[src/hdl/lbcd_ram.sv]
// Module: simple dual-port synchronous RAM with a registered read port.
`timescale 1ns / 1ps

module lbcd_ram #(
    parameter int DEPTH = 64,
    parameter int WIDTH = 8
) (
    input  logic                     i_clk,
    input  logic                     i_we,
    input  logic [$clog2(DEPTH)-1:0] i_waddr,
    input  logic [WIDTH-1:0]         i_wdata,
    input  logic [$clog2(DEPTH)-1:0] i_raddr,
    output logic [WIDTH-1:0]         o_rdata
);

    logic [WIDTH-1:0] r_mem [DEPTH];
    logic [WIDTH-1:0] r_rdata;

    always_ff @(posedge i_clk) begin
        if (i_we) begin
            r_mem[i_waddr] <= i_wdata;
        end
        r_rdata <= r_mem[i_raddr];
    end

    assign o_rdata = r_rdata;

endmodule

[config.mk]
export PLATFORM = sky130hd
export DESIGN_NAME = lbcd_ram
export DESIGN_NICKNAME = d
export VERILOG_FILES = /design/src/hdl/lbcd_ram.sv
export SDC_FILE = /design/constraint.sdc
export NUM_CORES = 1
export LEC_CHECK = 0
export ABC_AREA = 1
export BUFFER_PORTS_ARGS = -buffer_cell sky130_fd_sc_hd__buf_2
export CAP_MARGIN = 20
export CORE_MARGIN = 2
export CORE_UTILIZATION = 45
export DETAILED_ROUTE_END_ITERATION = 10
export HOLD_SLACK_MARGIN = 0.15
export PLACE_DENSITY = 0.7
export SYNTH_ARGS = -nofsm -noshare
export SYNTH_HDL_FRONTEND = slang
export SYNTH_SLANG_ARGS = --single-unit
[constraint.sdc]
create_clock -name i_clk -period 3.4 [get_ports i_clk]
set_clock_uncertainty 0.2 [all_clocks]
set_input_delay 0.34 -clock i_clk [delete_from_list [all_inputs] [get_ports i_clk]]
set_output_delay 0.34 -clock i_clk [all_outputs]
set_load 0.01 [all_outputs]
### Yosys cells after proc, flatten, opt, wreduce, memory -nomap -nowiden

Memories as Yosys holds them, arrays and structs flattened. A register that Yosys moved wholly into a read port is not among the register bits.
Index checks and enable logic that the tools add are counted.

* mux-type cells: 2

Operator list (number)
* $mux W1: 2

* register bits: 0
* memory bits (writable): 512
* input bits: 22
* output and inout port bits: 8
* memories: 1

Memory list
* r_mem: words 64, width 8, read ports 1, clocked after Yosys merged registers in 1, write ports 1, line 16 `logic [WIDTH-1:0] r_mem [DEPTH];`

### Longest topological paths before layout

Gate-level depths: netlist of the first run.

* depth after elaboration: 2
* depth in mapped cells: 12
* gate-level depth less buffers: 9

### Least setup slack after synthesis of the first run

OpenSTA, ideal clock, no wires.

* kind: input to register
* start: input port i_we
* end: memory r_mem[48][0] (enable)
* setup time: 395 ps
* arrival: 1711 ps
* data required time: 2805 ps
* setup slack: 1094 ps
* stages: 3
* path buffers: 1
* cell sequence: clkbuf_1 nand4_1 nor4_1

* cells in the longest elaborated chain, start to end: 2

RTL lines
* start: declaration: line 9 `input logic i_we,`
* $mux W1: line 20 `if (i_we) begin`
* $mux W1 (not written as such): line 21 `r_mem[i_waddr] <= i_wdata;`
* end: declaration: line 16

Every way passes these cells.

==> results of run 1 <==
[worst max-delay path, cell delays in order]
cell and delay [ps]:
buf_6 220, inv_6 400, buf_4 480, nand2_1 110, nand3_1 120, nand3_1 140
nand2_1 100, nand2_1 50, nand3_1 70, nand3_1 70, dlygate4sd3_1 560, nand2_1 60
dlygate4sd3_1 540
[power groups by stage]
stage / Clock, mW / Sequential [mW] / Combinational (mW)
6_report: 5.72 / 7.12 / 0.821
5_1_grt: 6.03 / 7.12 / 0.904
4_1_cts: 5.78 / 7.12 / 0.814
3_5_place_dp: 0 / 7.26 / 0.805
3_3_place_gp: 0 / 7.26 / 0.795
2_1_floorplan: 0 / 7.25 / 0.499
[final timing paths]
kind,from,to,slack [ps],cells past startpoint
max,i_raddr[0],o_rdata[3],380,13
min,i_waddr[0],r_mem[52][5],170,3
max reg2reg,r_mem[55][3],o_rdata[3],800,10
min reg2reg,r_mem[17][0],o_rdata[0],630,8
[logic make-up (layout without fill, tap and decap cells)]
family	count (synthesis)	after routing	synth area share
simple gates	1160	1160	0.232
other cells	0	2	0
buf+inv	125	209	0.0402
flops	520	520	0.728
[per-stage QoR]
| step | cell area (um^2) | total power [mW] | setup WS, ps |
|---|---|---|---|
| after floorplan | 21300 | 7.75 | 1090 |
| after global placement | 22000 | 8.05 | 873 |
| after detailed placement | 22000 | 8.06 | 847 |
| after CTS | 23800 | 13.7 | 487 |
| after global routing | 23800 | 14.1 | 187 |
| final | 23800 | 13.7 | 380 |
[layout by cell type (no fill, tap or decap), types with 5 or more instances in the layout]
cell / instances
nand2_1: 648
edfxtp_1: 512
nand3_1: 439
buf_4: 68
nor2_1: 56
clkbuf_16: 53
buf_2: 20
clkbuf_1: 10
inv_1: 9
nand4_1: 9
clkinv_2: 9
nor4_1: 8
dfxtp_1: 8
clkbuf_8: 7
clkinv_1: 6
buf_12: 6
dlygate4sd3_1: 5
[routing by layer]
metal / share of wire / up-vias / global-route usage / routed length, um
li1: - / 6431 / - / -
met1: 0.42 / 6934 / 0.310 / 22100
met2: 0.45 / 790 / 0.332 / 23800
met3: 0.11 / 92 / 0.0460 / 5650
met4: 0.022 / 2 / 0.0623 / 1180
met5: 0.00013 / - / 0 / 7
[state kept, by name (all words and copies together) (netlist names)]
signal / flops
o_rdata: 8
r_mem: 512
[area by class of cell]
cell class              count  area, um^2  area share
clock inverters            27         262      0.0110
flip-flops and latches    520       15500       0.652
repair buffers            100         792      0.0333
diodes                      2        5.00    0.000210
inverters                  12        52.6     0.00221
well taps                 607         759      0.0319
clock buffers              70        1460      0.0613
multi-input cells        1160        4950       0.208
==> run_results.csv, run 1 <==
group,metric,value,unit
timing,tightestPinTransition,1060,ps
timing,final_hold_viol_count,0,
power_and_ir_drop,power_frac_comb,0.060,
power_and_ir_drop,p_int,10.6,mW
cells_and_area,stdcell_count,2498,
power_and_ir_drop,pwr-share-clk,0.419,
detailed_routing,ant_nets,0,
clock_network,cts.clk_slew.worst_paths,60,ps
die,die_y,222,um
worst_setup_path,startpoint_type,"input pin",
placed_design,globalplace.congestion,0.860,
detailed_routing,viasPerCell,5.70,
cells_and_area,area_growth,11.6,%
worst_setup_path,crit_fanout,60,
grt,grt_pass1_wl,81000,um
hold_path,hold_path_class,"input pin to flop",
grt,grt_pass1_vias,13700,
placed_design,dpl.hpwl,30000,um
die,io_pins,30,
synthesis,synth_common_cells,"648 x nand2_1, 512 x edfxtp_1, 439 x nand3_1",
grt,grt_max_degree,129,
clock_network,post_cts_buffers,0,
clock_network,cts-htree-levels,2,
die,die_w,222,um
timing,finalMaxSlewViolations,0,
cells_and_area,fill_cells,3980,
timing,grt_setup_unrepaired,"false",
worst_setup_path,worstSetupEndpointType,"flop",
power_and_ir_drop,power.leakage,8.60,nW
clock_network,cts_hold_buf,5,
clock_network,clkSinkCount,520,
timing,fin_crit_sh,0.888,
clock_network,cts_inserted_buffers,52,
synthesis,synth.top_cell.area_share,0.720,
timing,max_slew_margin,0.289,
power_and_ir_drop,p_seq_frac,0.521,
synthesis,yosys_warnings,0,
die,core_region_area,46700,um^2
power_and_ir_drop,ir_drop,0.000414,V
grt,grt_use_total,0.216,
synthesis,synth.most_common_cell,"nand2_1",
timing,min_period,3020,ps
die,rows,79,
grt,overflow,0,
synthesis,synth_ff_type,"edfxtp_1",
placed_design,placed_cells,2394,
synthesis,synth.ff_latch_count,520,
die,start_util,0.457,
power_and_ir_drop,p_switching,3.04,mW
clock_network,clockBufferDepth,3,
detailed_routing,drc_errors,4,
synthesis,synth_edf_count,512,
run_status,violations,"design-rule violations",
grt,antenna_found_initial,3,
synthesis,syn_inst,1805,
worst_setup_path,cp.arrival,3370,ps
synthesis,syn_nets,1827,
detailed_routing,vias,14200,
clock_network,cts-root-buf,"clkbuf_16",
clock_network,cts_tree,"yes",
cells_and_area,fin_util,0.510,
synthesis,yosysTopAreaCell,"edfxtp_1",
synthesis,synth_cell_types,16,
detailed_routing,routedWlPerCell,21.1,um
timing,fmaxAchievable,331,MHz
worst_setup_path,required,3750,ps
power_and_ir_drop,switching_share,0.223,
clock_network,cts_resized,0,
timing,setup_viol,0,
timing,tns,0,ps
power_and_ir_drop,p_per_area,574,nW/um^2
run_status,outcome,"finished with violations",
detailed_routing,drt-pass1-iter-count,9,
detailed_routing,drt_wl_total,52700,um
synthesis,yosysSeqAreaShare,0.728,
placed_design,port-buffer-count,29,
synthesis,synth_area_per_cell,11.8,um^2
flow_run,maxCapViolations,0,
synthesis,synthArstFlopShare,0,
clock_network,insertion_delay,600,ps
cells_and_area,drive_above_1_share,0.0948,
detailed_routing,drtIter0Drc,2385,
synthesis,synth_area,21300,um^2
synthesis,synthTopCellsByArea,"edfxtp_1 72%, nand2_1 11%, nand3_1 10%",
timing,timing.hold.ws,174,ps
cells_and_area,nets,1868,
die,design.die.area,49200,um^2
worst_setup_path,critPathKind,"input pin to flop",
Note: power is estimated with default switching activity, not from simulation.
==> run 2: changes to the inputs <==
--- a/config.mk
+++ b/config.mk
@@ -12,7 +12,7 @@
 export CORE_UTILIZATION = 45
 export DETAILED_ROUTE_END_ITERATION = 10
 export HOLD_SLACK_MARGIN = 0.15
-export PLACE_DENSITY = 0.7
+export PLACE_DENSITY = 0.72
 export SYNTH_ARGS = -nofsm -noshare
 export SYNTH_HDL_FRONTEND = slang
 export SYNTH_SLANG_ARGS = --single-unit
==> constraint.sdc (replaced) <==
create_clock -name i_clk -period 2.7 [get_ports i_clk]
set_clock_uncertainty 0.2 [all_clocks]
set_input_delay 0.27 -clock i_clk [delete_from_list [all_inputs] [get_ports i_clk]]
set_output_delay 0.27 -clock i_clk [all_outputs]
set_load 0.01 [all_outputs]
==> run_results.csv, run 2 (synthesized netlist as in run 1, its figures left out) <==
group,metric,value,unit
run_status,outcome,"finished with violations",
run_status,violations,"design-rule violations",
timing,timing.hold.ws,215,ps
cells_and_area,multi_input_area,4950,um^2
cells_and_area,area_growth,13.4,%
power_and_ir_drop,power,17.0,mW
placed_design,dp_slack,444,ps
die,core_region_area,46700,um^2
grt,grt_use_total,0.218,
cells_and_area,seqCellArea,15500,um^2
worst_setup_path,required,2780,ps
flow_run,maxCapViolations,0,
clock_network,cts.clk_slew.worst_paths,60,ps
clock_network,cts_resized,0,
worst_setup_path,cpMostUsedCell,"dlygate4sd3_1",
cells_and_area,layout_common_cells,"648 x nand2_1, 512 x edfxtp_1, 439 x nand3_1",
placed_design,port-buffer-count,29,
cells_and_area,fill_cells,3933,
timing,finalMaxSlewViolations,0,
grt,grt_pass1_wl,82600,um
clock_network,clockBufferDepth,3,
clock_network,cts-htree-levels,2,
detailed_routing,drt-pass1-iter-count,9,
timing,min_period,2270,ps
timing,grt_setup_unrepaired,"false",
detailed_routing,drc_errors,1,
worst_setup_path,critPathLaunch,"i_waddr[1]",
power_and_ir_drop,ir_drop,0.000567,V
worst_setup_path,endpoint,"r_mem[50][5]",
cells_and_area,max_flop_register,"r_mem",
grt,antenna_found_initial,3,
die,io_pins,30,
hold_path,hold_path_class,"input pin to flop",
detailed_routing,viasPerCell,5.62,
power_and_ir_drop,power.leakage,8.84,nW
grt,grt_max_degree,139,
clock_network,clkSinkCount,520,
hold_path,hold_start,"i_raddr[3]",
worst_setup_path,cp.arrival,2350,ps
placed_design,dpl.hpwl,31000,um
clock_network,insertion_delay,580,ps
cells_and_area,drive_above_1_share,0.105,
worst_setup_path,startpoint_type,"input pin",
timing,tightestPinTransition,669,ps
cells_and_area,fin_area,24200,um^2
worst_setup_path,critPathKind,"input pin to flop",
timing,tns,0,ps
timing,fin_crit_sh,0.842,
grt,overflow,0,
timing,fmaxAchievable,440,MHz
worst_setup_path,slowest_delay,610,ps
detailed_routing,routedWlPerCell,21.1,um
die,start_util,0.457,
worst_setup_path,worstPathCellList,"dlygate4sd3_1 > buf_2 > inv_1 > nor4_1 > dlygate4sd3_1 > buf_4",
timing,setup_viol,0,
die,rows,79,
placed_design,place_area,22400,um^2
cells_and_area,largest_reg_flops,512,
detailed_routing,ant_nets,0,
detailed_routing,drt_wl_total,53600,um
worst_setup_path,reg2reg_depth,8,
timing,max_slew_margin,0.554,
cells_and_area,mostFrequentLayoutCell,"nand2_1",
detailed_routing,drtIter0Drc,1919,
clock_network,cts_tree,"yes",
power_and_ir_drop,p_per_area,701,nW/um^2
worst_setup_path,worstSetupEndpointType,"flop",
cells_and_area,nets,1914,
clock_network,cts-root-buf,"clkbuf_16",
detailed_routing,vias,14300,
die,design.die.area,49200,um^2
timing,worst_slack,428,ps
die,die_y,222,um
worst_setup_path,slowest_stage,"dlygate4sd3_1",
timing,final_hold_viol_count,0,
clock_network,cts_inserted_buffers,52,
die,die_w,222,um
worst_setup_path,crit_fanout,9,
placed_design,globalplace.congestion,0.878,
grt,grt_pass1_vias,13900,
worst_setup_path,crit-reg2reg-launch,"r_mem[21][5]",
worst_setup_path,r2r_slack,1080,ps
worst_setup_path,r2r_end,"o_rdata[5]",
[run 2: cell types whose count changed in the layout (fill, tap and decap cells not counted), sizes merged]
cell / delta
dlygate4sd3: +9
clkbuf: -3
inv: -2
clkinv: +2
buf: +37
clkinvlp: -3
[run 2: worst min path at each step]
| stage | endpoint | slack, ps | depth (start not counted) |
|---|---|---|---|
| after floorplan | r_mem[0][0] | 170 | 0 |
| after global placement | o_rdata[3] | 450 | 3 |
| after detailed placement | o_rdata[5] | 450 | 3 |
| after CTS | o_rdata[6] | 200 | 5 |
| after global routing | o_rdata[0] | 240 | 5 |
| final | o_rdata[4] | 220 | 5 |
[run 2: stage by stage]
| stage | util | instances |
|---|---|---|
| after global routing | 0.519 | 2538 |
| final | 0.519 | 2538 |
| after detailed placement | 0.481 | 2431 |
| after CTS | 0.519 | 2536 |
| after global placement | 0.481 | 2431 |
| after floorplan | - | 1805 |
[run 2: repair_timing]
item	in CTS	in global routing
hold endpoints to repair	327	0
setup buffers	0	0
hold buffers	14	0
[run 2: power breakdown]
group	internal (mW)	leakage [nW]	total (mW)	switching, mW
Clock	4.02	0.792	6.92	2.89
Sequential	8.93	4.67	8.96	0.0274
Combinational	0.300	3.37	1.09	0.794
[run 2: routing by layer]
metal	vias to the layer above	wire length, um	part of all wire	GRT usage
met5	-	13	0.00024	0
met4	2	1760	0.033	0.0761
met3	106	5160	0.096	0.0409
met2	734	24600	0.46	0.342
met1	6900	22000	0.41	0.307
li1	6517	-	-	-
[run 2: layout make-up]
cell class,instances,area share
flip-flops and latches,520,0.642
multi-input cells,1160,0.204
diodes,2,0.000207
repair buffers,146,0.0534
clock buffers,67,0.0582
well taps,607,0.0314
inverters,12,0.00217
clock inverters,24,0.00843
[run 2: critical path, delay by kind of cell]
family        cells  cell delay [ps]
simple gates      1              310
buf+inv           5             1760
==> run 3: changes to the inputs <==
==> constraint.sdc (replaced) <==
create_clock -name i_clk -period 2 [get_ports i_clk]
set_clock_uncertainty 0.2 [all_clocks]
set_input_delay 0.2 -clock i_clk [delete_from_list [all_inputs] [get_ports i_clk]]
set_output_delay 0.2 -clock i_clk [all_outputs]
set_load 0.01 [all_outputs]
==> run_results.csv, run 3 (synthesized netlist as in run 1, its figures left out) <==
group,metric,value,unit
die,rows,79,
timing,grt_setup_unrepaired,"false",
cells_and_area,max_flop_register,"r_mem",
detailed_routing,routedWlPerCell,20.8,um
cells_and_area,fin_util,0.531,
detailed_routing,drt_wl_total,53800,um
detailed_routing,drtIter0Drc,1730,
timing,max_slew_margin,0.595,
placed_design,dpl.hpwl,32500,um
placed_design,dp_slack,50.6,ps
detailed_routing,ant_nets,0,
timing,setup_viol,0,
clock_network,insertion_delay,610,ps
power_and_ir_drop,ir_drop,0.000770,V
timing,final_hold_viol_count,0,
timing,worst_slack,65.2,ps
placed_design,place_area,23000,um^2
clock_network,cts.clk_slew.worst_paths,60,ps
die,design.die.area,49200,um^2
power_and_ir_drop,p_int,17.9,mW
placed_design,globalplace.congestion,0.921,
clock_network,clockBufferDepth,3,
worst_setup_path,startpoint_type,"input pin",
run_status,violations,"design-rule violations",
timing,fmaxAchievable,517,MHz
clock_network,cts-htree-levels,2,
flow_run,maxCapViolations,0,
grt,grt_max_degree,65,
clock_network,cts_tree,"yes",
grt,antenna_found_initial,3,
clock_network,clkSinkCount,520,
cells_and_area,fin_area,24800,um^2
grt,grt_pass1_wl,82000,um
worst_setup_path,reg2reg_depth,8,
worst_setup_path,cp.arrival,2050,ps
clock_network,cts-root-buf,"clkbuf_16",
cells_and_area,nets,1956,
detailed_routing,viasPerCell,5.60,
worst_setup_path,critPathKind,"input pin to flop",
power_and_ir_drop,switching_share,0.222,
worst_setup_path,worstSetupEndpointType,"flop",
timing,tightestPinTransition,608,ps
detailed_routing,drt-pass1-iter-count,8,
die,die_w,222,um
die,io_pins,30,
cells_and_area,layout_common_cells,"647 x nand2_1, 512 x edfxtp_1, 437 x nand3_1",
run_status,outcome,"finished with violations",
clock_network,cts_inserted_buffers,51,
hold_path,min_path_cells,4,
cells_and_area,area_growth,16.0,%
grt,grt_use_total,0.219,
power_and_ir_drop,power,23.0,mW
power_and_ir_drop,pwr-share-clk,0.403,
timing,min_period,1930,ps
detailed_routing,vias,14500,
cells_and_area,mostFrequentLayoutCell,"nand2_1",
cells_and_area,largest_reg_flops,512,
die,start_util,0.457,
die,core_region_area,46700,um^2
cells_and_area,fill_cells,3844,
die,die_y,222,um
placed_design,port-buffer-count,29,
power_and_ir_drop,p_per_area,927,nW/um^2
detailed_routing,drc_errors,2,
power_and_ir_drop,power_frac_comb,0.070,
worst_setup_path,required,2110,ps
timing,finalMaxSlewViolations,0,
hold_path,hold_path_class,"input pin to flop",
power_and_ir_drop,p_seq_frac,0.527,
grt,grt_pass1_vias,14000,
timing,timing.hold.ws,181,ps
power_and_ir_drop,p_switching,5.10,mW
worst_setup_path,crit_fanout,8,
cells_and_area,drive_above_1_share,0.127,
timing,fin_crit_sh,0.967,
grt,overflow,0,
power_and_ir_drop,power.leakage,9.12,nW
## run 3: power by group through the flow
stage	clock (mW)	combinational, mW	sequential (mW)
global route	9.77	1.73	12.1
floorplan	0	0.848	12.3
detailed placement	0	1.55	12.3
finish	9.26	1.60	12.1
global placement	0	1.52	12.3
CTS	9.36	1.58	12.1
## run 3: metal layers
layer	part of all wire	routed length, um	track usage	vias to the layer above
met2	0.49	26300	0.359	705
met3	0.090	4820	0.0409	138
li1	-	-	-	6618
met5	0.00039	21	0	-
met1	0.39	20900	0.292	6998
met4	0.033	1800	0.0820	4
## run 3: critical path: stages
cell           delay (ps)
dlygate4sd3_1         530
buf_2                 160
clkinvlp_4            130
nor4_2                280
dlygate4sd3_1         600
buf_6                 140
## run 3: cell type report
type	instances	area (um^2)	area share
Clock buffer	71	1400	0.0566
Tap cell	607	759	0.0307
Sequential cell	520	15500	0.628
Timing Repair Buffer	189	1820	0.0736
Antenna cell	1	2.50	0.000101
Clock inverter	24	215	0.00869
Inverter	12	56.3	0.00227
Multi-Input combinational cell	1160	4960	0.201
## run 3: metrics by stage
step,setup TNS [ps],cells
2_1_floorplan,-10630,1805
3_3_place_gp,0,2472
3_5_place_dp,0,2472
4_1_cts,0,2584
5_1_grt,0,2583
6_report,0,2584
## run 3: timing repair
item                                    in CTS  in global routing
buffers inserted                             0                  1
gates resized for setup                      0                  6
endpoints found under the hold margin      584                  0
endpoints found under the setup margin       0                 10
hold buffers                                17                  0
## run 3: final timing paths
| kind | slack (ps) | to | startpoint |
|---|---|---|---|
| worst min register to register | 610 | o_rdata[4] | r_mem[4][4] |
| worst max register to register | 450 | o_rdata[1] | r_mem[55][1] |
| worst min-delay path | 180 | r_mem[61][3] | i_waddr[3] |
| worst max-delay path | 70 | r_mem[52][0] | i_waddr[2] |
